===== src/rtl/core/pfe_pkg.sv =====
// Shared types, constants and small helper functions for the Playfair encryptor.
// No dependencies; used by the front end, queue, back end, top level and testbench.
package pfe_pkg;

    localparam int SIDE    = 5;
    localparam int CELLS   = 25;
    localparam int LETTERS = 26;

    typedef logic [4:0] t_code;
    typedef logic [4:0] t_cell;
    typedef logic [2:0] t_row;
    typedef logic [7:0] t_char;
    typedef logic [2:0] t_cmd;
    typedef logic [1:0] t_op;

    localparam t_code CODE_I = 5'd8;
    localparam t_code CODE_J = 5'd9;
    localparam t_code CODE_Q = 5'd16;
    localparam t_code CODE_Z = 5'd25;

    localparam t_char CHAR_A     = 8'h41;
    localparam t_char CHAR_Z     = 8'h5A;
    localparam t_char CHAR_SPACE = 8'h20;

    localparam t_cmd CMD_CLEAR      = 3'd0;
    localparam t_cmd CMD_KEY_CHAR   = 3'd1;
    localparam t_cmd CMD_KEY_FINISH = 3'd2;
    localparam t_cmd CMD_MSG_CHAR   = 3'd3;
    localparam t_cmd CMD_MSG_END    = 3'd4;

    localparam t_op OP_CLEAR  = 2'd0;
    localparam t_op OP_KEY    = 2'd1;
    localparam t_op OP_FINISH = 2'd2;
    localparam t_op OP_PAIR   = 2'd3;

    typedef struct packed {
        t_op   op;
        t_code a;
        t_code b;
        logic  space;
    } t_job;

    function automatic t_row row_of(t_cell c);
        t_row r;
        if (c >= t_cell'(4 * SIDE)) begin
            r = 3'd4;
        end else if (c >= t_cell'(3 * SIDE)) begin
            r = 3'd3;
        end else if (c >= t_cell'(2 * SIDE)) begin
            r = 3'd2;
        end else if (c >= t_cell'(SIDE)) begin
            r = 3'd1;
        end else begin
            r = 3'd0;
        end
        return r;
    endfunction

    function automatic t_row col_of(t_cell c, t_row r);
        t_cell base;
        base = t_cell'({r, 2'b00}) + t_cell'(r);
        return t_row'(c - base);
    endfunction

    function automatic t_row wrap_inc(t_row x);
        return (x == t_row'(SIDE - 1)) ? '0 : t_row'(x + 3'd1);
    endfunction

    function automatic t_cell cell_at(t_row r, t_row k);
        return t_cell'({r, 2'b00}) + t_cell'(r) + t_cell'(k);
    endfunction

    function automatic t_char letter_char(t_code v);
        return (v < t_code'(LETTERS)) ? t_char'(CHAR_A + {3'b000, v}) : CHAR_A;
    endfunction

endpackage


===== src/rtl/core/pfe_cmd_if.sv =====
// Command channel interface of the Playfair encryptor (valid/ready + payload).
// Depends on nothing.
interface pfe_cmd_if;
    logic       valid;
    logic       ready;
    logic [2:0] command;
    logic [7:0] in_char;

    modport source (output valid, output command, output in_char, input ready);
    modport sink   (input valid, input command, input in_char, output ready);
endinterface


===== src/rtl/core/pfe_char_if.sv =====
// Ciphertext character channel interface of the Playfair encryptor.
// Depends on nothing.
interface pfe_char_if;
    logic       valid;
    logic       ready;
    logic [7:0] out_char;
    logic       last;

    modport source (output valid, output out_char, output last, input ready);
    modport sink   (input valid, input out_char, input last, output ready);
endinterface


===== src/rtl/core/pfe_ram.sv =====
// Generic single-write, single-read RAM with registered read data.
// No dependencies.
module pfe_ram #(
    parameter int WIDTH = 5,
    parameter int DEPTH = 26
) (
    input  logic                     i_clk,
    input  logic                     i_we,
    input  logic [$clog2(DEPTH)-1:0] i_waddr,
    input  logic [WIDTH-1:0]         i_wdata,
    input  logic [$clog2(DEPTH)-1:0] i_raddr,
    output logic [WIDTH-1:0]         o_rdata
);

    logic [WIDTH-1:0] r_mem [DEPTH];
    logic [WIDTH-1:0] r_rdata;

    always_ff @(posedge i_clk) begin
        if (i_we) begin
            r_mem[i_waddr] <= i_wdata;
        end
        r_rdata <= r_mem[i_raddr];
    end

    assign o_rdata = r_rdata;

endmodule


===== src/rtl/core/pfe_front.sv =====
// Front end: accepts command transactions, filters characters, inserts fillers
// and forms letter pairs. Emits jobs for the back end. Uses pfe_pkg, pfe_cmd_if.
module pfe_front (
    input  logic          i_clk,
    input  logic          i_rst_n,
    pfe_cmd_if.sink       i_cmd,
    input  logic          i_full,
    output logic          o_push,
    output pfe_pkg::t_job o_job
);

    logic           r_pend_valid, n_pend_valid;
    logic           r_prev_valid, n_prev_valid;
    logic           r_emitted, n_emitted;
    pfe_pkg::t_code r_pend, n_pend;
    pfe_pkg::t_code r_prev, n_prev;

    logic           accept;
    logic           upper;
    pfe_pkg::t_code code;
    logic           need_fill;
    pfe_pkg::t_code fill_code;
    pfe_pkg::t_code end_code;

    assign i_cmd.ready = !i_full;
    assign accept      = i_cmd.valid && !i_full;
    assign upper       = (i_cmd.in_char >= pfe_pkg::CHAR_A) && (i_cmd.in_char <= pfe_pkg::CHAR_Z);
    assign code        = pfe_pkg::t_code'(i_cmd.in_char - pfe_pkg::CHAR_A);
    assign need_fill   = r_prev_valid &&
                         ((code == r_prev) ||
                          (code == pfe_pkg::CODE_I && r_prev == pfe_pkg::CODE_J) ||
                          (code == pfe_pkg::CODE_J && r_prev == pfe_pkg::CODE_I));
    assign fill_code   = (code == pfe_pkg::CODE_Q) ? pfe_pkg::CODE_Z : pfe_pkg::CODE_Q;
    assign end_code    = (r_prev == pfe_pkg::CODE_Q) ? pfe_pkg::CODE_Z : pfe_pkg::CODE_Q;

    always_comb begin
        n_pend       = r_pend;
        n_pend_valid = r_pend_valid;
        n_prev       = r_prev;
        n_prev_valid = r_prev_valid;
        n_emitted    = r_emitted;
        o_push       = 1'b0;
        o_job        = '0;
        o_job.space  = r_emitted;
        if (accept) begin
            unique case (i_cmd.command)
                pfe_pkg::CMD_CLEAR: begin
                    o_push   = 1'b1;
                    o_job.op = pfe_pkg::OP_CLEAR;
                end
                pfe_pkg::CMD_KEY_CHAR: begin
                    if (upper) begin
                        o_push   = 1'b1;
                        o_job.op = pfe_pkg::OP_KEY;
                        o_job.a  = code;
                    end
                end
                pfe_pkg::CMD_KEY_FINISH: begin
                    o_push   = 1'b1;
                    o_job.op = pfe_pkg::OP_FINISH;
                end
                pfe_pkg::CMD_MSG_CHAR: begin
                    if (upper) begin
                        o_job.op = pfe_pkg::OP_PAIR;
                        if (need_fill && r_pend_valid) begin
                            o_push       = 1'b1;
                            o_job.a      = r_pend;
                            o_job.b      = fill_code;
                            n_pend       = code;
                            n_pend_valid = 1'b1;
                        end else if (need_fill || r_pend_valid) begin
                            o_push       = 1'b1;
                            o_job.a      = need_fill ? fill_code : r_pend;
                            o_job.b      = code;
                            n_pend_valid = 1'b0;
                        end else begin
                            n_pend       = code;
                            n_pend_valid = 1'b1;
                        end
                        n_prev       = code;
                        n_prev_valid = 1'b1;
                        if (o_push) begin
                            n_emitted = 1'b1;
                        end
                    end
                end
                pfe_pkg::CMD_MSG_END: begin
                    if (r_pend_valid) begin
                        o_push   = 1'b1;
                        o_job.op = pfe_pkg::OP_PAIR;
                        o_job.a  = r_pend;
                        o_job.b  = end_code;
                    end
                    n_pend_valid = 1'b0;
                    n_prev_valid = 1'b0;
                    n_emitted    = 1'b0;
                end
                default: begin
                end
            endcase
        end
    end

    always_ff @(posedge i_clk) begin
        if (!i_rst_n) begin
            r_pend_valid <= 1'b0;
            r_prev_valid <= 1'b0;
            r_emitted    <= 1'b0;
            r_pend       <= '0;
            r_prev       <= '0;
        end else begin
            r_pend_valid <= n_pend_valid;
            r_prev_valid <= n_prev_valid;
            r_emitted    <= n_emitted;
            r_pend       <= n_pend;
            r_prev       <= n_prev;
        end
    end

    a_pend_has_prev: assert property (@(posedge i_clk) disable iff (!i_rst_n)
        r_pend_valid |-> r_prev_valid)
        else $error("pending letter without previous letter");

endmodule


===== src/rtl/core/pfe_queue.sv =====
// Short job queue between front and back end, kept in flip-flops.
// Uses pfe_pkg.
module pfe_queue #(
    parameter int DEPTH = 2
) (
    input  logic          i_clk,
    input  logic          i_rst_n,
    input  logic          i_push,
    input  pfe_pkg::t_job i_job,
    output logic          o_full,
    output logic          o_valid,
    input  logic          i_pop,
    output pfe_pkg::t_job o_job
);

    localparam int PW = (DEPTH > 1) ? $clog2(DEPTH) : 1;
    localparam int CW = $clog2(DEPTH + 1);

    pfe_pkg::t_job r_mem [DEPTH];
    logic [PW-1:0] r_wr, n_wr;
    logic [PW-1:0] r_rd, n_rd;
    logic [CW-1:0] r_count, n_count;
    logic          do_push, do_pop;

    assign o_full  = (r_count == CW'(DEPTH));
    assign o_valid = (r_count != '0);
    assign o_job   = r_mem[r_rd];
    assign do_push = i_push && !o_full;
    assign do_pop  = i_pop && o_valid;

    always_comb begin
        n_wr    = r_wr;
        n_rd    = r_rd;
        n_count = r_count;
        if (do_push) begin
            n_wr = (r_wr == PW'(DEPTH - 1)) ? '0 : PW'(r_wr + 1'b1);
        end
        if (do_pop) begin
            n_rd = (r_rd == PW'(DEPTH - 1)) ? '0 : PW'(r_rd + 1'b1);
        end
        unique case ({do_push, do_pop})
            2'b10:   n_count = CW'(r_count + 1'b1);
            2'b01:   n_count = CW'(r_count - 1'b1);
            default: n_count = r_count;
        endcase
    end

    always_ff @(posedge i_clk) begin
        if (!i_rst_n) begin
            r_wr    <= '0;
            r_rd    <= '0;
            r_count <= '0;
        end else begin
            r_wr    <= n_wr;
            r_rd    <= n_rd;
            r_count <= n_count;
        end
    end

    always_ff @(posedge i_clk) begin
        if (do_push) begin
            r_mem[r_wr] <= i_job;
        end
    end

endmodule


===== src/rtl/core/pfe_back.sv =====
// Back end: builds the key square in two RAMs, runs key finish, encrypts pairs
// and drives the character channel. Uses pfe_pkg, pfe_char_if, pfe_ram.
module pfe_back (
    input  logic          i_clk,
    input  logic          i_rst_n,
    input  logic          i_valid,
    input  pfe_pkg::t_job i_job,
    output logic          o_pop,
    pfe_char_if.source    o_char
);

    localparam logic [3:0] S_IDLE  = 4'd0;
    localparam logic [3:0] S_FILL  = 4'd1;
    localparam logic [3:0] S_FIXJ  = 4'd2;
    localparam logic [3:0] S_RDA   = 4'd3;
    localparam logic [3:0] S_RDB   = 4'd4;
    localparam logic [3:0] S_ADDR  = 4'd5;
    localparam logic [3:0] S_SQ0   = 4'd6;
    localparam logic [3:0] S_SQ1   = 4'd7;
    localparam logic [3:0] S_EMIT  = 4'd8;

    localparam logic [1:0] EMIT_SPACE = 2'd0;
    localparam logic [1:0] EMIT_FIRST = 2'd1;
    localparam logic [1:0] EMIT_LAST  = 2'd2;

    logic [3:0]                   r_state, n_state;
    logic [pfe_pkg::LETTERS-1:0]  r_placed, n_placed;
    pfe_pkg::t_cell               r_fill, n_fill;
    pfe_pkg::t_cell               r_ij_cell, n_ij_cell;
    logic                         r_jflag, n_jflag;
    pfe_pkg::t_code               r_idx, n_idx;
    pfe_pkg::t_job                r_job, n_job;
    pfe_pkg::t_row                r_row0, n_row0, r_col0, n_col0;
    pfe_pkg::t_row                r_row1, n_row1, r_col1, n_col1;
    pfe_pkg::t_cell               r_addr1, n_addr1;
    pfe_pkg::t_char               r_ch0, n_ch0, r_ch1, n_ch1;
    logic [1:0]                   r_emit, n_emit;
    logic                         r_ov, n_ov;
    pfe_pkg::t_char               r_odata, n_odata;
    logic                         r_olast, n_olast;

    logic           p_en;
    pfe_pkg::t_code p_code, p_mate;
    logic           p_ij;

    logic           cell_we;
    pfe_pkg::t_code cell_waddr, cell_raddr;
    pfe_pkg::t_cell cell_wdata, cell_rdata;
    logic           sq_we;
    pfe_pkg::t_cell sq_waddr, sq_raddr;
    pfe_pkg::t_code sq_wdata, sq_rdata;

    pfe_pkg::t_code rd_code;
    pfe_pkg::t_cell rd_cell;
    pfe_pkg::t_row  rd_row;
    pfe_pkg::t_cell addr0, addr1;
    logic           out_load;

    pfe_ram #(.WIDTH(5), .DEPTH(pfe_pkg::LETTERS)) u_cell_ram (
        .i_clk   (i_clk),
        .i_we    (cell_we),
        .i_waddr (cell_waddr),
        .i_wdata (cell_wdata),
        .i_raddr (cell_raddr),
        .o_rdata (cell_rdata)
    );

    pfe_ram #(.WIDTH(5), .DEPTH(pfe_pkg::CELLS)) u_square_ram (
        .i_clk   (i_clk),
        .i_we    (sq_we),
        .i_waddr (sq_waddr),
        .i_wdata (sq_wdata),
        .i_raddr (sq_raddr),
        .o_rdata (sq_rdata)
    );

    // unplaced letters encrypt as cell zero
    assign rd_code  = (r_state == S_RDA) ? r_job.a : r_job.b;
    assign rd_cell  = r_placed[rd_code] ? cell_rdata : '0;
    assign rd_row   = pfe_pkg::row_of(rd_cell);
    assign out_load = (r_state == S_EMIT) && (!r_ov || o_char.ready);

    assign p_mate = (p_code == pfe_pkg::CODE_I) ? pfe_pkg::CODE_J : pfe_pkg::CODE_I;
    assign p_ij   = (p_code == pfe_pkg::CODE_I) || (p_code == pfe_pkg::CODE_J);

    always_comb begin
        if (r_row0 == r_row1) begin
            addr0 = pfe_pkg::cell_at(r_row0, pfe_pkg::wrap_inc(r_col0));
            addr1 = pfe_pkg::cell_at(r_row1, pfe_pkg::wrap_inc(r_col1));
        end else if (r_col0 == r_col1) begin
            addr0 = pfe_pkg::cell_at(pfe_pkg::wrap_inc(r_row0), r_col0);
            addr1 = pfe_pkg::cell_at(pfe_pkg::wrap_inc(r_row1), r_col1);
        end else begin
            addr0 = pfe_pkg::cell_at(r_row0, r_col1);
            addr1 = pfe_pkg::cell_at(r_row1, r_col0);
        end
    end

    always_comb begin
        n_state   = r_state;
        n_placed  = r_placed;
        n_fill    = r_fill;
        n_ij_cell = r_ij_cell;
        n_jflag   = r_jflag;
        n_idx     = r_idx;
        n_job     = r_job;
        n_row0    = r_row0;
        n_col0    = r_col0;
        n_row1    = r_row1;
        n_col1    = r_col1;
        n_addr1   = r_addr1;
        n_ch0     = r_ch0;
        n_ch1     = r_ch1;
        n_emit    = r_emit;
        n_ov      = r_ov;
        n_odata   = r_odata;
        n_olast   = r_olast;
        o_pop     = 1'b0;
        p_en      = 1'b0;
        p_code    = r_idx;
        cell_we   = 1'b0;
        cell_waddr = p_code;
        cell_wdata = r_fill;
        cell_raddr = i_job.a;
        sq_we     = 1'b0;
        sq_waddr  = r_fill;
        sq_wdata  = p_code;
        sq_raddr  = addr0;

        if (r_ov && o_char.ready) begin
            n_ov = 1'b0;
        end

        unique case (r_state)
            S_IDLE: begin
                if (i_valid) begin
                    o_pop = 1'b1;
                    n_job = i_job;
                    unique case (i_job.op)
                        pfe_pkg::OP_CLEAR: begin
                            n_placed = '0;
                            n_fill   = '0;
                            n_jflag  = 1'b0;
                        end
                        pfe_pkg::OP_KEY: begin
                            p_en   = 1'b1;
                            p_code = i_job.a;
                        end
                        pfe_pkg::OP_FINISH: begin
                            n_idx   = '0;
                            n_state = S_FILL;
                        end
                        pfe_pkg::OP_PAIR: begin
                            n_state = S_RDA;
                        end
                        default: begin
                        end
                    endcase
                end
            end
            S_FILL: begin
                p_en   = 1'b1;
                p_code = r_idx;
                if (r_idx == pfe_pkg::t_code'(pfe_pkg::LETTERS - 1)) begin
                    n_state = S_FIXJ;
                end else begin
                    n_idx = pfe_pkg::t_code'(r_idx + 1'b1);
                end
            end
            S_FIXJ: begin
                // shared I/J cell holding J now prints as I
                if (r_jflag) begin
                    sq_we    = 1'b1;
                    sq_waddr = r_ij_cell;
                    sq_wdata = pfe_pkg::CODE_I;
                    n_jflag  = 1'b0;
                end
                n_state = S_IDLE;
            end
            S_RDA: begin
                n_row0     = rd_row;
                n_col0     = pfe_pkg::col_of(rd_cell, rd_row);
                cell_raddr = r_job.b;
                n_state    = S_RDB;
            end
            S_RDB: begin
                n_row1  = rd_row;
                n_col1  = pfe_pkg::col_of(rd_cell, rd_row);
                n_state = S_ADDR;
            end
            S_ADDR: begin
                sq_raddr = addr0;
                n_addr1  = addr1;
                n_state  = S_SQ0;
            end
            S_SQ0: begin
                n_ch0    = pfe_pkg::letter_char(sq_rdata);
                sq_raddr = r_addr1;
                n_state  = S_SQ1;
            end
            S_SQ1: begin
                n_ch1   = pfe_pkg::letter_char(sq_rdata);
                n_emit  = r_job.space ? EMIT_SPACE : EMIT_FIRST;
                n_state = S_EMIT;
            end
            S_EMIT: begin
                if (out_load) begin
                    n_ov = 1'b1;
                    unique case (r_emit)
                        EMIT_SPACE: begin
                            n_odata = pfe_pkg::CHAR_SPACE;
                            n_olast = 1'b0;
                            n_emit  = EMIT_FIRST;
                        end
                        EMIT_FIRST: begin
                            n_odata = r_ch0;
                            n_olast = 1'b0;
                            n_emit  = EMIT_LAST;
                        end
                        default: begin
                            n_odata = r_ch1;
                            n_olast = 1'b1;
                            n_state = S_IDLE;
                        end
                    endcase
                end
            end
            default: begin
                n_state = S_IDLE;
            end
        endcase

        if (p_en && !r_placed[p_code]) begin
            cell_waddr = p_code;
            if (p_ij && r_placed[p_mate]) begin
                cell_we          = 1'b1;
                cell_wdata       = r_ij_cell;
                n_placed[p_code] = 1'b1;
            end else if (r_fill < pfe_pkg::t_cell'(pfe_pkg::CELLS)) begin
                sq_we            = 1'b1;
                sq_waddr         = r_fill;
                sq_wdata         = p_code;
                cell_we          = 1'b1;
                cell_wdata       = r_fill;
                n_placed[p_code] = 1'b1;
                n_fill           = pfe_pkg::t_cell'(r_fill + 1'b1);
                if (p_ij) begin
                    n_ij_cell = r_fill;
                end
                if (p_code == pfe_pkg::CODE_J) begin
                    n_jflag = 1'b1;
                end
            end
        end
    end

    always_ff @(posedge i_clk) begin
        if (!i_rst_n) begin
            r_state  <= S_IDLE;
            r_placed <= '0;
            r_fill   <= '0;
            r_jflag  <= 1'b0;
            r_ov     <= 1'b0;
        end else begin
            r_state  <= n_state;
            r_placed <= n_placed;
            r_fill   <= n_fill;
            r_jflag  <= n_jflag;
            r_ov     <= n_ov;
        end
    end

    always_ff @(posedge i_clk) begin
        r_ij_cell <= n_ij_cell;
        r_idx     <= n_idx;
        r_job     <= n_job;
        r_row0    <= n_row0;
        r_col0    <= n_col0;
        r_row1    <= n_row1;
        r_col1    <= n_col1;
        r_addr1   <= n_addr1;
        r_ch0     <= n_ch0;
        r_ch1     <= n_ch1;
        r_emit    <= n_emit;
        r_odata   <= n_odata;
        r_olast   <= n_olast;
    end

    assign o_char.valid    = r_ov;
    assign o_char.out_char = r_odata;
    assign o_char.last     = r_olast;

    a_square_full: assert property (@(posedge i_clk) disable iff (!i_rst_n)
        (r_state == S_FIXJ) |-> (r_fill == pfe_pkg::t_cell'(pfe_pkg::CELLS)))
        else $error("key finish left free cells");

    a_fill_count: assert property (@(posedge i_clk) disable iff (!i_rst_n)
        $countones(r_placed) ==
            int'(r_fill) + int'(r_placed[pfe_pkg::CODE_I] & r_placed[pfe_pkg::CODE_J]))
        else $error("placed letters disagree with fill position");

    a_jflag_placed: assert property (@(posedge i_clk) disable iff (!i_rst_n)
        r_jflag |-> (r_placed[pfe_pkg::CODE_J] && !$past(r_state == S_FIXJ)))
        else $error("J cell marked without J placed");

endmodule


===== src/rtl/core/playfair_digraph_encryptor_top.sv =====
// Playfair digraph encryptor top level: front end, job queue and back end.
// Uses pfe_pkg, pfe_cmd_if, pfe_char_if, pfe_front, pfe_queue, pfe_back.
//
// Usage:
//   i_cmd carries one command transaction (command, in_char) per valid/ready
//   handshake: clear key, key character, key finish, message character,
//   message end. o_char returns ciphertext characters; last marks the final
//   character caused by one command, at most three (space, letter, letter).
//   The front end takes a transaction every cycle while the job queue
//   (QUEUE_DEPTH entries) has room; ignored characters never enter the queue.
//   Back end per job: clear key and key character take effect as it is popped;
//   key finish visits each letter (S_FILL), then does the I/J fix-up (S_FIXJ);
//   a pair reads the letter-to-cell RAM for both letters (S_RDA, S_RDB), forms
//   the cipher cells (S_ADDR), reads the square RAM (S_SQ0, S_SQ1) and sends
//   its characters one by one (S_EMIT) through the output register.
//   When the receiver stalls, the output register holds its character, the
//   back end waits, the queue fills and i_cmd.ready drops.
//   Synchronous reset empties the queue, clears the key square occupancy and
//   the message state; the square RAMs are not cleared.
module playfair_digraph_encryptor_top #(
    parameter int QUEUE_DEPTH = 2
) (
    input  logic       i_clk,
    input  logic       i_rst_n,
    pfe_cmd_if.sink    i_cmd,
    pfe_char_if.source o_char
);

    logic          push;
    pfe_pkg::t_job push_job;
    logic          full;
    logic          q_valid;
    logic          pop;
    pfe_pkg::t_job q_job;

    pfe_front u_front (
        .i_clk   (i_clk),
        .i_rst_n (i_rst_n),
        .i_cmd   (i_cmd),
        .i_full  (full),
        .o_push  (push),
        .o_job   (push_job)
    );

    pfe_queue #(.DEPTH(QUEUE_DEPTH)) u_queue (
        .i_clk   (i_clk),
        .i_rst_n (i_rst_n),
        .i_push  (push),
        .i_job   (push_job),
        .o_full  (full),
        .o_valid (q_valid),
        .i_pop   (pop),
        .o_job   (q_job)
    );

    pfe_back u_back (
        .i_clk   (i_clk),
        .i_rst_n (i_rst_n),
        .i_valid (q_valid),
        .i_job   (q_job),
        .o_pop   (pop),
        .o_char  (o_char)
    );

endmodule


===== src/flat_wrapper.sv =====
// flat-port wrapper written by rule: the top's interface ports become plain ports
module playfair_digraph_encryptor_top_flat 
#(
    parameter int QUEUE_DEPTH = 2
)
  (i_clk, i_rst_n, i_cmd_valid, i_cmd_command, i_cmd_in_char, i_cmd_ready, o_char_valid, o_char_out_char, o_char_last, o_char_ready);
  pfe_cmd_if i_cmd_i ();
  pfe_char_if o_char_i ();
  input  logic i_clk;
  input  logic i_rst_n;
  input wire logic [$bits(i_cmd_i.valid)-1:0] i_cmd_valid;
  input wire logic [$bits(i_cmd_i.command)-1:0] i_cmd_command;
  input wire logic [$bits(i_cmd_i.in_char)-1:0] i_cmd_in_char;
  output wire logic [$bits(i_cmd_i.ready)-1:0] i_cmd_ready;
  output wire logic [$bits(o_char_i.valid)-1:0] o_char_valid;
  output wire logic [$bits(o_char_i.out_char)-1:0] o_char_out_char;
  output wire logic [$bits(o_char_i.last)-1:0] o_char_last;
  input wire logic [$bits(o_char_i.ready)-1:0] o_char_ready;
  assign i_cmd_i.valid = i_cmd_valid;
  assign i_cmd_i.command = i_cmd_command;
  assign i_cmd_i.in_char = i_cmd_in_char;
  assign i_cmd_ready = i_cmd_i.ready;
  assign o_char_valid = o_char_i.valid;
  assign o_char_out_char = o_char_i.out_char;
  assign o_char_last = o_char_i.last;
  assign o_char_i.ready = o_char_ready;
  playfair_digraph_encryptor_top #(.QUEUE_DEPTH(QUEUE_DEPTH)) u_core (.i_clk(i_clk), .i_rst_n(i_rst_n), .i_cmd(i_cmd_i), .o_char(o_char_i));
endmodule

===== config.mk =====
export PLATFORM = sky130hd
export DESIGN_NAME = playfair_digraph_encryptor_top_flat
export DESIGN_NICKNAME = d
export VERILOG_FILES = /design/src/rtl/core/pfe_pkg.sv /design/src/rtl/core/pfe_cmd_if.sv /design/src/rtl/core/pfe_char_if.sv /design/src/rtl/core/pfe_ram.sv /design/src/rtl/core/pfe_front.sv /design/src/rtl/core/pfe_queue.sv /design/src/rtl/core/pfe_back.sv /design/src/rtl/core/playfair_digraph_encryptor_top.sv /design/src/flat_wrapper.sv
export SDC_FILE = /design/constraint.sdc
export NUM_CORES = 1
export LEC_CHECK = 0
export BUFFER_PORTS_ARGS = -buffer_cell sky130_fd_sc_hd__buf_2
export CAP_MARGIN = 25
export CELL_PAD_IN_SITES_DETAIL_PLACEMENT = 1
export CELL_PAD_IN_SITES_GLOBAL_PLACEMENT = 1
export CORE_MARGIN = 3
export CORE_UTILIZATION = 42
export DETAILED_ROUTE_END_ITERATION = 10
export PLACE_DENSITY = 0.71
export SETUP_SLACK_MARGIN = 0.3
export SKIP_CTS_REPAIR_TIMING = 1
export SLEW_MARGIN = 15
export SYNTH_ARGS = -nofsm -noshare
export SYNTH_HDL_FRONTEND = slang
export SYNTH_SLANG_ARGS = --single-unit
export TNS_END_PERCENT = 1

===== constraint.sdc =====
create_clock -name i_clk -period 4.8 [get_ports i_clk]
set_input_delay 0.72 -clock i_clk [delete_from_list [all_inputs] [get_ports i_clk]]
set_output_delay 0.72 -clock i_clk [all_outputs]
set_load 0.02 [all_outputs]

==> results of run 1 <==
## layout by cell type, fill, tap and decap left out, types with 8 or more instances in the layout
| master | n |
|---|---|
| ha_1 | 46 |
| clkinv_2 | 10 |
| nor3_1 | 23 |
| xor2_1 | 16 |
| nand3_1 | 34 |
| fa_1 | 9 |
| nor2_1 | 115 |
| clkinv_1 | 8 |
| a32oi_1 | 8 |
| clkbuf_16 | 44 |
| a211oi_1 | 38 |
| clkbuf_1 | 10 |
| o211ai_1 | 22 |
| o31ai_1 | 14 |
| buf_2 | 26 |
| a21o_1 | 10 |
| edfxtp_1 | 341 |
| o22ai_1 | 10 |
| and2_1 | 9 |
| nand2_1 | 103 |
| nor2b_1 | 19 |
| nand2b_1 | 9 |
| inv_1 | 46 |
| nand4_1 | 15 |
| o21ai_0 | 54 |
| dfxtp_1 | 65 |
| nor3b_1 | 8 |
| mux4_2 | 41 |
| mux2i_1 | 50 |
| nor4_1 | 11 |
| buf_4 | 57 |
| mux2_2 | 52 |
| a21oi_1 | 74 |
| and3_1 | 15 |
| xnor2_1 | 24 |
## layer usage
layer,global-route usage (%),share of wire [%],up-vias
li1,-,-,5790
met1,28.05,44,6580
met2,35.54,49,300
met3,3.640,4.9,76
met4,5.409,2.1,0
met5,0,0,-
## through the flow
| step | total power, mW | hold slack, ns | utilization, % | std cells |
|---|---|---|---|---|
| after global routing | 9.862 | 0.4372 | 48.42 | 2161 |
| after CTS | 9.501 | 0.4258 | 48.29 | 2159 |
| after detailed placement | 6.355 | 0.4632 | 45.33 | 2080 |
| final | 9.439 | 0.4479 | 48.42 | 2161 |
| after floorplan | 5.617 | 0.4064 | - | 1481 |
| after global placement | 6.276 | 0.4615 | 45.32 | 2079 |
## flip-flops by register name, indices dropped and copies added (netlist names), 4 cells and up, named ones only
name,flops
u_core.u_back.o_char.out_char,7
u_core.u_back.u_cell_ram.o_rdata,5
u_core.u_back.r_ch1,6
u_core.u_back.u_square_ram.o_rdata,5
u_core.u_front.r_prev,5
u_core.u_back.r_fill,5
u_core.u_back.r_job,11
u_core.u_back.u_cell_ram.r_mem,130
u_core.u_queue.r_mem,26
u_core.u_back.r_idx,5
u_core.u_back.r_ch0,6
u_core.u_back.r_placed,26
u_core.u_back.r_addr1,5
u_core.u_back.r_state,4
u_core.u_back.u_square_ram.r_mem,125
u_core.u_front.r_pend,5
u_core.u_back.r_ij_cell,5
## critical path: cells and delay by family (launching register included)
| family | cells | cell delay, ns |
|---|---|---|
| buffers and inverters | 3 | 0.49 |
| AND/OR/NAND/NOR | 3 | 0.68 |
| flip-flops | 1 | 0.59 |
| adder cells (fa/ha/maj) | 3 | 1.24 |
| AO/OA/AOI/OAI | 5 | 1.37 |
## final cells by class
class                           instances  share of cell area (%)
Timing Repair Buffer                   85                   2.763
Clock inverter                         23                  0.7283
Inverter                               48                  0.8323
Clock buffer                           56                   5.387
Multi-Input combinational cell        951                   33.55
Sequential cell                       406                   53.32
Tap cell                              592                   3.422
## power by group
group	total [mW]	leakage [nW]	internal (mW)	switching (mW)
registers	4.41	3.56	4.23	0.187
clock network	3.14	0.649	1.73	1.41
logic	1.89	3.14	0.666	1.22
## cells by family (layout without fill, tap and decap cells)
group	after synthesis	in the layout
AO/OA/AOI/OAI	308	308
multiplexers	149	149
flip-flops	406	406
XOR/XNOR	40	40
buffers and inverters	124	212
AND/OR/NAND/NOR	396	396
adder cells (fa/ha/maj)	55	55
other	1	3
## how the worst max path moves through the flow
stage / startpoint / end / cells after the start
after floorplan: register / u_core.u_back.u_square_ram.r_mem[0][3]$_DFFE_PP_ / 11
after global placement: u_core.u_back.r_state[2]$_SDFFE_PN0P_ / u_core.u_back.u_square_ram.r_mem[24][3]$_DFFE_PP_ / 8
after CTS: u_core.u_back.r_state[2]$_SDFFE_PN0P_ / u_core.u_back.u_square_ram.r_mem[24][0]$_DFFE_PP_ / 8
after global routing: u_core.u_back.r_row0[0]$_DFFE_PN_ / u_core.u_back.u_square_ram.o_rdata[2]$_DFF_P_ / 14
after detailed placement: u_core.u_back.r_state[2]$_SDFFE_PN0P_ / u_core.u_back.u_square_ram.r_mem[24][2]$_DFFE_PP_ / 8
final: u_core.u_back.r_row0[0]$_DFFE_PN_ / u_core.u_back.u_square_ram.o_rdata[3]$_DFF_P_ / 14
==> impl_metrics.py, run 1 <==
metrics = {
    "run_status": {
        "status": "complete, no violations",
    },
    "logic_synthesis": {
        "synth_edf_count": 341,
        "synth_ff_type": "edfxtp_1",
        "ys_seq_area_share_pct": 60.06,
        "synth_top_family_by_area": "multiplexers",
        "async_reset_ff_share_pct": 0,
        "ys_top_cells_by_area": "edfxtp_1 53%, dfxtp_1 6.8%, mux4_2 4.8%",
        "synth_xor_area_share_pct": 1.823,
        "syn-instance-count": 1479,
        "synth_area_leader_cell": "edfxtp_1",
        "syn_area_um2": 19220,
        "postSynthAreaPerCell_um2": 12.99,
        "ys_types": 80,
        "synth_mux_area_share_pct": 10.79,
        "synth_top_area_share_pct": 53.28,
        "synth_adder_area_share_pct": 3.933,
        "yosysWarnings": 0,
        "yosys_register_bits": 406,
        "synth_compound_area_share_pct": 10.79,
        "synthSimpleGateAreaFrac_pct": 10.00,
        "synth.most_common_cell": "edfxtp_1",
        "synthTopCellsByCount": "341 x edfxtp_1, 115 x nor2_1, 103 x nand2_1, 74 x a21oi_1, 65 x dfxtp_1",
    },
    "timing": {
        "setup_viol": 0,
        "final.setup_skew_ns": 0.02465,
        "finalHoldViolCount": 0,
        "final_max_slew_viol_count": 0,
        "max_slew_margin_pct": 39.99,
        "setup_tns_ns": 0,
        "period_needed_ns": 4.533,
        "rsz0062_at_grt": "yes",
        "fmax_mhz": 220.6,
        "period_share_pct": 94.43,
        "setup_ws_ns": 0.2672,
        "tightest_slew_ns": 0.8933,
    },
    "clocking": {
        "cts_tree": "done",
        "clock_sinks": 406,
        "cts_root_buf": "clkbuf_16",
        "numCtsBuffers": 43,
        "htree_levels": 2,
        "clock_path_buffers": 3,
        "clk_latency_ns": 0.59,
        "cts.clk_slew.worst_paths_ns": 0.06,
    },
    "final_layout": {
        "area_delta_synth_final_pct": 12.64,
        "drive_above_1_share_pct": 17.08,
        "multiInputGateArea_um2": 7263,
        "final_cell_area_um2": 21650,
        "antenna_cells": 0,
        "final_nets": 1605,
        "regArea_um2": 11540,
        "nFillCells": 4572,
    },
    "routing": {
        "drt_pass1_iterations": 5,
        "wirelength_um": 49980,
        "drt_iter0_markers": 947,
        "dr_total_vias": 12750,
        "viasPerCell": 5.898,
        "wire_per_inst_um": 23.13,
        "ant_nets": 0,
        "drc": 0,
    },
    "global_routing": {
        "grt_start_max_net_pins": 36,
        "grt_overflow_total": 0,
        "grt_pass1_vias": 13240,
        "grt_pass1_wl_um": 78100,
        "antenna_found_initial": 0,
        "grt.total_usage_pct": 20.96,
    },
    "setup_path": {
        "arrival_ns": 4.98,
        "reg2reg_depth": 14,
        "critPathSlowestCell": "edfxtp_1",
        "cpMostUsedCell": "fa_1",
        "critPathKind": "register to register",
        "rr_startpoint": "u_core.u_back.r_row0[0]$_DFFE_PN_",
        "critical-path-max-stage-delay_ns": 0.59,
        "start_kind": "register",
        "cp_max_fo": 25,
        "regToRegSetupSlack_ns": 0.27,
        "crit_chain": "inv_1 -> ha_1 -> a21oi_1 -> fa_1 -> fa_1 -> nor4_1 -> o311ai_1 -> buf_4 -> and2_0 -> buf_12 -> a2111oi_0 -> a41oi_1 -> a211oi_1 -> nor3_1",
        "crit_required_ns": 5.25,
        "end_kind": "register",
        "r2r_end": "u_core.u_back.u_square_ram.o_rdata[3]$_DFF_P_",
    },
    "die": {
        "core_um2": 44700,
        "dieHeight_um": 219.9,
        "start_util_pct": 42.99,
        "dieArea_um2": 48360,
        "die_w_um": 219.9,
        "io-pin-count": 26,
        "std_cell_rows": 77,
    },
    "hold_path": {
        "hold_class": "primary input to register",
        "min_to": "u_core.u_front.r_pend[0]$_SDFFE_PN0P_",
        "hold-path-cell-count": 2,
        "hp-start": "i_cmd_in_char[0]",
    },
    "placement": {
        "place_ws_ns": 0.1992,
        "port_buffers": 24,
        "dp_hpwl_um": 34680,
        "gp_congestion": 0.9011,
        "placed_area_um2": 20260,
    },
    "power_and_ir_drop": {
        "powerDensity_nw_per_um2": 436.0,
        "p_leak_nw": 7.347,
        "vdd_drop_max_mv": 0.3411,
    },
    "flow_run": {
        "drv_cap": 0,
    },
}
No activity file was read; power rests on OpenSTA's default activity.
==> run 2, diff against run 1 <==
==> constraint.sdc (replaced) <==
create_clock -name i_clk -period 4.4 [get_ports i_clk]
set_input_delay 0.66 -clock i_clk [delete_from_list [all_inputs] [get_ports i_clk]]
set_output_delay 0.66 -clock i_clk [all_outputs]
set_load 0.02 [all_outputs]
==> run 2 against run 1 <==
Effect of this change:
- clock skew is 0.0050 ns lower
- fmax is 9.7% higher
- final cell count is 2.7% higher
- sequential share of layout area shrank 1.8 points
- non-clock buffer count is 55 higher
- clock-buffer cell count fell by 3
- global-route usage down 0.32 points
- register-to-register slack about the same
- core utilization is 1.7 points higher
- worst setup slack better by 0.00063 ns
- final area grew 3.5%
- critical path type unchanged
- largest cell class unchanged
- highest routed layer unchanged
==> impl_metrics.py, run 2 (synthesized netlist as in run 1, its figures left out) <==
metrics = {
    "run_status": {
        "status": "complete, no violations",
    },
    "final_layout": {
        "antenna_cells": 0,
        "final_cell_mix": "341 x edfxtp_1, 115 x nor2_1, 109 x buf_4, 102 x nand2_1, 65 x a21oi_1",
        "final_cell_area_um2": 22400,
        "largest-register": "u_core.u_back.u_cell_ram.r_mem",
        "post-route-util_pct": 50.11,
        "final_nets": 1662,
        "largest_register_ff_count": 130,
        "area_delta_synth_final_pct": 16.57,
        "drive_above_1_share_pct": 21.44,
        "top_regs": "u_core.u_back.u_cell_ram.r_mem (130), u_core.u_back.u_square_ram.r_mem (125)",
        "layout_commonest_cell": "edfxtp_1",
    },
    "setup_path": {
        "r2r_end": "u_core.u_back.u_cell_ram.r_mem[17][4]$_DFFE_PP_",
        "end_kind": "register",
        "rr_startpoint": "u_core.u_back.r_state[1]$_SDFFE_PN0P_",
        "critPathSlowestCell": "or4_4",
        "crit_cells": 10,
        "crit_required_ns": 4.66,
        "regToRegSetupSlack_ns": 0.27,
        "crit_family": "simple AND/OR/NAND/NOR gates",
        "arrival_ns": 4.39,
        "path_buf_inv": 2,
        "start_kind": "register",
        "critPathKind": "register to register",
        "critical-path-max-stage-delay_ns": 0.58,
        "crit_chain": "or4_4 -> a2111o_1 -> o21ai_4 -> mux4_2 -> a211o_1 -> or4_4 -> buf_4 -> nor2_1 -> buf_4 -> mux2_2",
        "cp_max_fo": 26,
        "endpoint": "u_core.u_back.u_cell_ram.r_mem[17][4]$_DFFE_PP_",
        "reg2reg_depth": 10,
        "startpoint": "u_core.u_back.r_state[1]$_SDFFE_PN0P_",
    },
    "power_and_ir_drop": {
        "swShare_pct": 29.13,
        "comb_power_share_pct": 20.0,
        "clkPwrFrac_pct": 35.6,
        "p_seq_share_pct": 44.4,
        "p_int_mw": 7.692,
        "powerDensity_nw_per_um2": 484.5,
        "vdd_drop_max_mv": 0.3261,
        "p_leak_nw": 7.762,
        "net-switching-power_mw": 3.162,
    },
    "die": {
        "die_w_um": 219.9,
        "dieArea_um2": 48360,
        "io-pin-count": 26,
        "dieHeight_um": 219.9,
        "start_util_pct": 42.99,
        "core_um2": 44700,
        "std_cell_rows": 77,
    },
    "timing": {
        "final_max_slew_viol_count": 0,
        "max_slew_margin_pct": 41.29,
        "period_needed_ns": 4.132,
        "finalHoldViolCount": 0,
        "tightest_slew_ns": 0.8775,
        "rsz0062_at_grt": "yes",
        "fmax_mhz": 242.0,
        "final.setup_skew_ns": 0.01962,
        "period_share_pct": 93.91,
        "setup_viol": 0,
    },
    "placement": {
        "placed_area_um2": 20730,
        "gp_congestion": 0.9209,
        "port_buffers": 24,
        "dp_hpwl_um": 34770,
    },
    "clocking": {
        "clock_path_buffers": 3,
        "cts.clk_slew.worst_paths_ns": 0.06,
        "cts_tree": "done",
        "cts_root_buf": "clkbuf_16",
        "clock_sinks": 406,
        "numCtsBuffers": 45,
        "clk_latency_ns": 0.60,
        "htree_levels": 2,
    },
    "routing": {
        "drc": 0,
        "dr_total_vias": 12650,
        "drt_iter0_markers": 771,
        "wire_per_inst_um": 22.28,
        "ant_nets": 0,
        "viasPerCell": 5.698,
        "drt_pass1_iterations": 7,
        "wirelength_um": 49450,
    },
    "global_routing": {
        "grt_pass1_vias": 13390,
        "grt_overflow_total": 0,
        "antenna_found_initial": 0,
        "grt_start_max_net_pins": 45,
        "grt_pass1_wl_um": 77000,
        "grt.total_usage_pct": 20.64,
    },
    "flow_run": {
        "drv_cap": 0,
    },
    "hold_path": {
        "hold_class": "primary input to register",
    },
}
==> run 2: cell types whose count changed in the layout (fill, tap and decap cells not counted), sizes merged <==
cell	before	now
inv	47	50
clkbuf	56	53
clkinvlp	2	5
clkinv	22	18
bufinv	0	5
buf	85	140
==> run 2: worst reg2reg max path, delay by kind of cell (launching register included) <==
kind | cells | cell delay [ns]
and+or+nand+nor | 3 | 1.24
DFF | 1 | 0.31
AOI/OAI and AO/OA | 3 | 0.83
buffers and inverters | 2 | 0.35
muxes | 2 | 1.07
==> run 2: routing by layer <==
layer / GRT usage [%] / vias to the layer above / wire length (um) / share of wire [%]
li1: - / 5912 / - / -
met1: 27.25 / 6398 / 21920 / 44
met2: 34.94 / 258 / 24230 / 49
met3: 3.075 / 81 / 1957 / 4.0
met4: 7.083 / 0 / 1347 / 2.7
met5: 0 / - / 0 / 0
==> run 2: worst min path at each step <==
stage	start	end	slack, ns	cells after the start
floorplan	u_core.u_back.r_fill[2]$_SDFF_PN0_	u_core.u_back.r_ij_cell[2]$_DFFE_PP_	0.41	0
global placement	u_core.u_front.r_prev_valid$_SDFFE_PN0P_	u_core.u_front.r_prev_valid$_SDFFE_PN0P_	0.45	2
detailed placement	u_core.u_front.r_emitted$_SDFFE_PN0P_	u_core.u_queue.r_mem[0][0]$_DFFE_PP_	0.46	0
CTS	o_char_ready	u_core.u_back.o_char.valid$_SDFF_PN0_	0.36	4
global route	o_char_ready	u_core.u_back.o_char.valid$_SDFF_PN0_	0.41	4
finish	o_char_ready	u_core.u_back.o_char.valid$_SDFF_PN0_	0.38	4
==> run 2: stage by stage <==
| stage | setup TNS [ns] | std cells | hold slack, ns | setup slack (ns) | power (mW) |
|---|---|---|---|---|---|
| after floorplan | 0 | 1481 | 0.4064 | 0.1903 | 6.153 |
| after global placement | 0 | 2128 | 0.4478 | 0.07265 | 6.937 |
| after detailed placement | -0.7882 | 2128 | 0.4583 | -0.1368 | 7.022 |
| after CTS | -1.344 | 2211 | 0.3615 | -0.1848 | 10.91 |
| after global routing | 0 | 2220 | 0.4063 | 0.1477 | 11.32 |
| final | 0 | 2220 | 0.3837 | 0.2678 | 10.85 |
==> run 2: layout make-up <==
type / count / area (um2)
Clock buffer: 53 / 1186
Clock inverter: 30 / 336.6
Fill cell: 4571 / 22300
Inverter: 48 / 180.2
Multi-Input combinational cell: 951 / 7352
Sequential cell: 406 / 11540
Tap cell: 592 / 740.7
Timing Repair Buffer: 140 / 1064
==> run 2: power groups by stage <==
stage | clock, mW | sequential (mW) | combinational, mW
2_1_floorplan | 0 | 4.77 | 1.38
3_3_place_gp | 0 | 4.88 | 2.06
3_5_place_dp | 0 | 4.90 | 2.12
4_1_cts | 3.96 | 4.82 | 2.14
5_1_grt | 4.11 | 4.84 | 2.36
6_report | 3.86 | 4.82 | 2.18
==> run 3, diff against run 2 <==
--- a/config.mk
+++ b/config.mk
@@ -10,9 +10,9 @@
 export CELL_PAD_IN_SITES_DETAIL_PLACEMENT = 1
 export CELL_PAD_IN_SITES_GLOBAL_PLACEMENT = 1
 export CORE_MARGIN = 3
-export CORE_UTILIZATION = 42
+export CORE_UTILIZATION = 53
 export DETAILED_ROUTE_END_ITERATION = 10
-export PLACE_DENSITY = 0.71
+export PLACE_DENSITY = 0.85
 export SETUP_SLACK_MARGIN = 0.3
 export SKIP_CTS_REPAIR_TIMING = 1
 export SLEW_MARGIN = 15
==> run 3 against run 2 <==
Effect of this change:
- clock-buffer cell count shrank 9
- fmax shrank 3.3%
- final area decreased by 1.5%
- die area decreased by 20%
- sequential share of layout area rose by 0.77 points
- core utilization increased by 12 points
- register-to-register slack got worse by 0.14 ns
- worst hold slack gained 0.012 ns
- sequential power about the same
- global-route usage increased by 7.1 points
- critical path type unchanged
- largest cell class unchanged
==> impl_metrics.py, run 3 (synthesized netlist as in run 1, its figures left out) <==
metrics = {
    "run_status": {
        "status": "complete, no violations",
    },
    "global_routing": {
        "grt_pass1_wl_um": 82630,
        "grt-busiest-layer": "met2",
        "grt_start_max_net_pins": 45,
        "antenna_found_initial": 0,
        "grt_use_met3_pct": 3.966,
        "met2_usage_pct": 48.08,
        "met1_usage_pct": 35.37,
        "grt_pass1_vias": 14180,
        "grt.total_usage_pct": 27.72,
        "grt_overflow_total": 0,
    },
    "power_and_ir_drop": {
        "net-switching-power_mw": 3.208,
        "p_seq_share_pct": 45.0,
        "p_int_mw": 7.532,
        "powerDensity_nw_per_um2": 486.6,
        "comb_power_share_pct": 20.8,
        "vdd_drop_max_mv": 0.3496,
        "clkPwrFrac_pct": 34.2,
        "p_leak_nw": 7.648,
        "swShare_pct": 29.87,
    },
    "hold_path": {
        "hp-start": "i_cmd_in_char[0]",
        "min_to": "u_core.u_front.r_pend[0]$_SDFFE_PN0P_",
        "hold_class": "primary input to register",
        "hold-path-cell-count": 2,
    },
    "clocking": {
        "cts.clk_slew.worst_paths_ns": 0.07,
        "htree_levels": 2,
        "cts_root_buf": "clkbuf_16",
        "clock_path_buffers": 3,
        "clk_latency_ns": 0.58,
        "numCtsBuffers": 42,
        "cts_tree": "done",
        "clock_sinks": 406,
    },
    "timing": {
        "fmax_mhz": 233.9,
        "finalHoldViolCount": 0,
        "period_share_pct": 97.15,
        "setup_viol": 0,
        "tightest_slew_ns": 0.8770,
        "rsz0062_at_grt": "yes",
        "final.setup_skew_ns": 0.02086,
        "final_max_slew_viol_count": 0,
        "timing.hold.ws_ns": 0.3960,
        "period_needed_ns": 4.275,
        "max_slew_margin_pct": 41.31,
    },
    "die": {
        "core_um2": 35660,
        "dieArea_um2": 38580,
        "die_w_um": 196.4,
        "io-pin-count": 26,
        "std_cell_rows": 69,
        "dieHeight_um": 196.4,
        "start_util_pct": 53.90,
    },
    "placement": {
        "dp_hpwl_um": 35780,
        "gp_congestion": 0.9012,
        "port_buffers": 24,
    },
    "routing": {
        "wirelength_um": 54620,
        "drt_iter0_markers": 1169,
        "wire_per_inst_um": 26.39,
        "ant_nets": 0,
        "drc": 0,
        "drt_pass1_iterations": 5,
        "dr_total_vias": 13420,
        "viasPerCell": 6.485,
    },
    "final_layout": {
        "largest-register": "u_core.u_back.u_cell_ram.r_mem",
        "regArea_um2": 11540,
        "post-route-util_pct": 61.90,
        "antenna_cells": 0,
        "layout_commonest_cell": "edfxtp_1",
        "multiInputGateArea_um2": 7432,
        "final_nets": 1648,
        "top_regs": "u_core.u_back.u_cell_ram.r_mem (130), u_core.u_back.u_square_ram.r_mem (125)",
        "nFillCells": 3450,
        "largest_register_ff_count": 130,
        "drive_above_1_share_pct": 20.88,
        "final_cell_mix": "341 x edfxtp_1, 112 x nor2_1, 102 x nand2_1, 100 x buf_4, 68 x a21oi_1",
        "area_delta_synth_final_pct": 14.86,
    },
    "setup_path": {
        "crit_required_ns": 4.61,
        "regToRegSetupSlack_ns": 0.13,
        "critPathKind": "register to register",
        "arrival_ns": 4.48,
        "cp_max_fo": 9,
        "r2r_end": "u_core.u_back.u_square_ram.r_mem[14][3]$_DFFE_PP_",
        "end_kind": "register",
        "rr_startpoint": "u_core.u_back.r_state[0]$_SDFFE_PN0P_",
        "reg2reg_depth": 10,
        "start_kind": "register",
    },
    "flow_run": {
        "drv_cap": 0,
    },
}
## run 3: stage by stage
stage / worst slack (ns) / cell area [um2] / total power [mW] / setup TNS, ns / std cells
global route: 0.03975 / 22070 / 11.13 / 0 / 2070
global placement: 0.07260 / 20400 / 6.887 / 0 / 1983
finish: 0.1252 / 22070 / 10.74 / 0 / 2070
CTS: -0.09963 / 21820 / 10.70 / -1.643 / 2059
floorplan: 0.1903 / 19290 / 6.153 / 0 / 1481
detailed placement: -0.05934 / 20410 / 7.011 / -1.104 / 1984
## run 3: metal layers
metal  wire [um]  vias up
li1            -     5867
met1       21470     6869
met2       27770      543
met3        3352      144
met4        2022        0
met5           0        -
## run 3: cell type report
type / instances / share of cell area (%)
sequential: 406 / 52.30
multi-input combinational: 951 / 33.67
clock buffer: 44 / 4.796
tap: 461 / 2.613
timing repair buffer: 129 / 4.212
clock inverter: 31 / 1.593
inverter: 48 / 0.8163
## run 3: worst max-delay path by stage
stage,startpoint,endpoint,slack [ns],cells after the start
2_1_floorplan,u_core.u_back.r_state[1]$_SDFFE_PN0P_,u_core.u_back.u_square_ram.r_mem[0][4]$_DFFE_PP_,0.19,10
3_3_place_gp,u_core.u_back.r_state[1]$_SDFFE_PN0P_,u_core.u_back.u_square_ram.r_mem[7][0]$_DFFE_PP_,0.07,10
3_5_place_dp,u_core.u_back.r_state[1]$_SDFFE_PN0P_,u_core.u_back.u_square_ram.r_mem[15][2]$_DFFE_PP_,-0.06,10
4_1_cts,u_core.u_back.r_state[1]$_SDFFE_PN0P_,u_core.u_back.u_square_ram.r_mem[15][0]$_DFFE_PP_,-0.1,10
5_1_grt,u_core.u_queue.r_mem[0][11]$_DFFE_PP_,u_core.u_back.u_square_ram.r_mem[14][3]$_DFFE_PP_,0.04,11
6_report,u_core.u_back.r_state[0]$_SDFFE_PN0P_,u_core.u_back.u_square_ram.r_mem[14][3]$_DFFE_PP_,0.13,10
## run 3: power groups by stage
stage | registers [mW] | logic [mW] | clock network [mW]
final | 4.83 | 2.24 | 3.67
after CTS | 4.82 | 2.15 | 3.72
after floorplan | 4.77 | 1.38 | 0
after global routing | 4.85 | 2.40 | 3.88
after global placement | 4.88 | 2.01 | 0
after detailed placement | 4.90 | 2.11 | 0
## run 3: critical path: stages, from the launching register on
cell and delay, ns:
dfxtp_1 0.33, or4_4 0.56, a2111o_1 0.43, o21ai_2 0.11
buf_4 0.16, mux2_4 0.29, a2111o_1 0.44, nor4_2 0.37
buf_4 0.25, nand4_1 0.29, a21oi_1 0.67
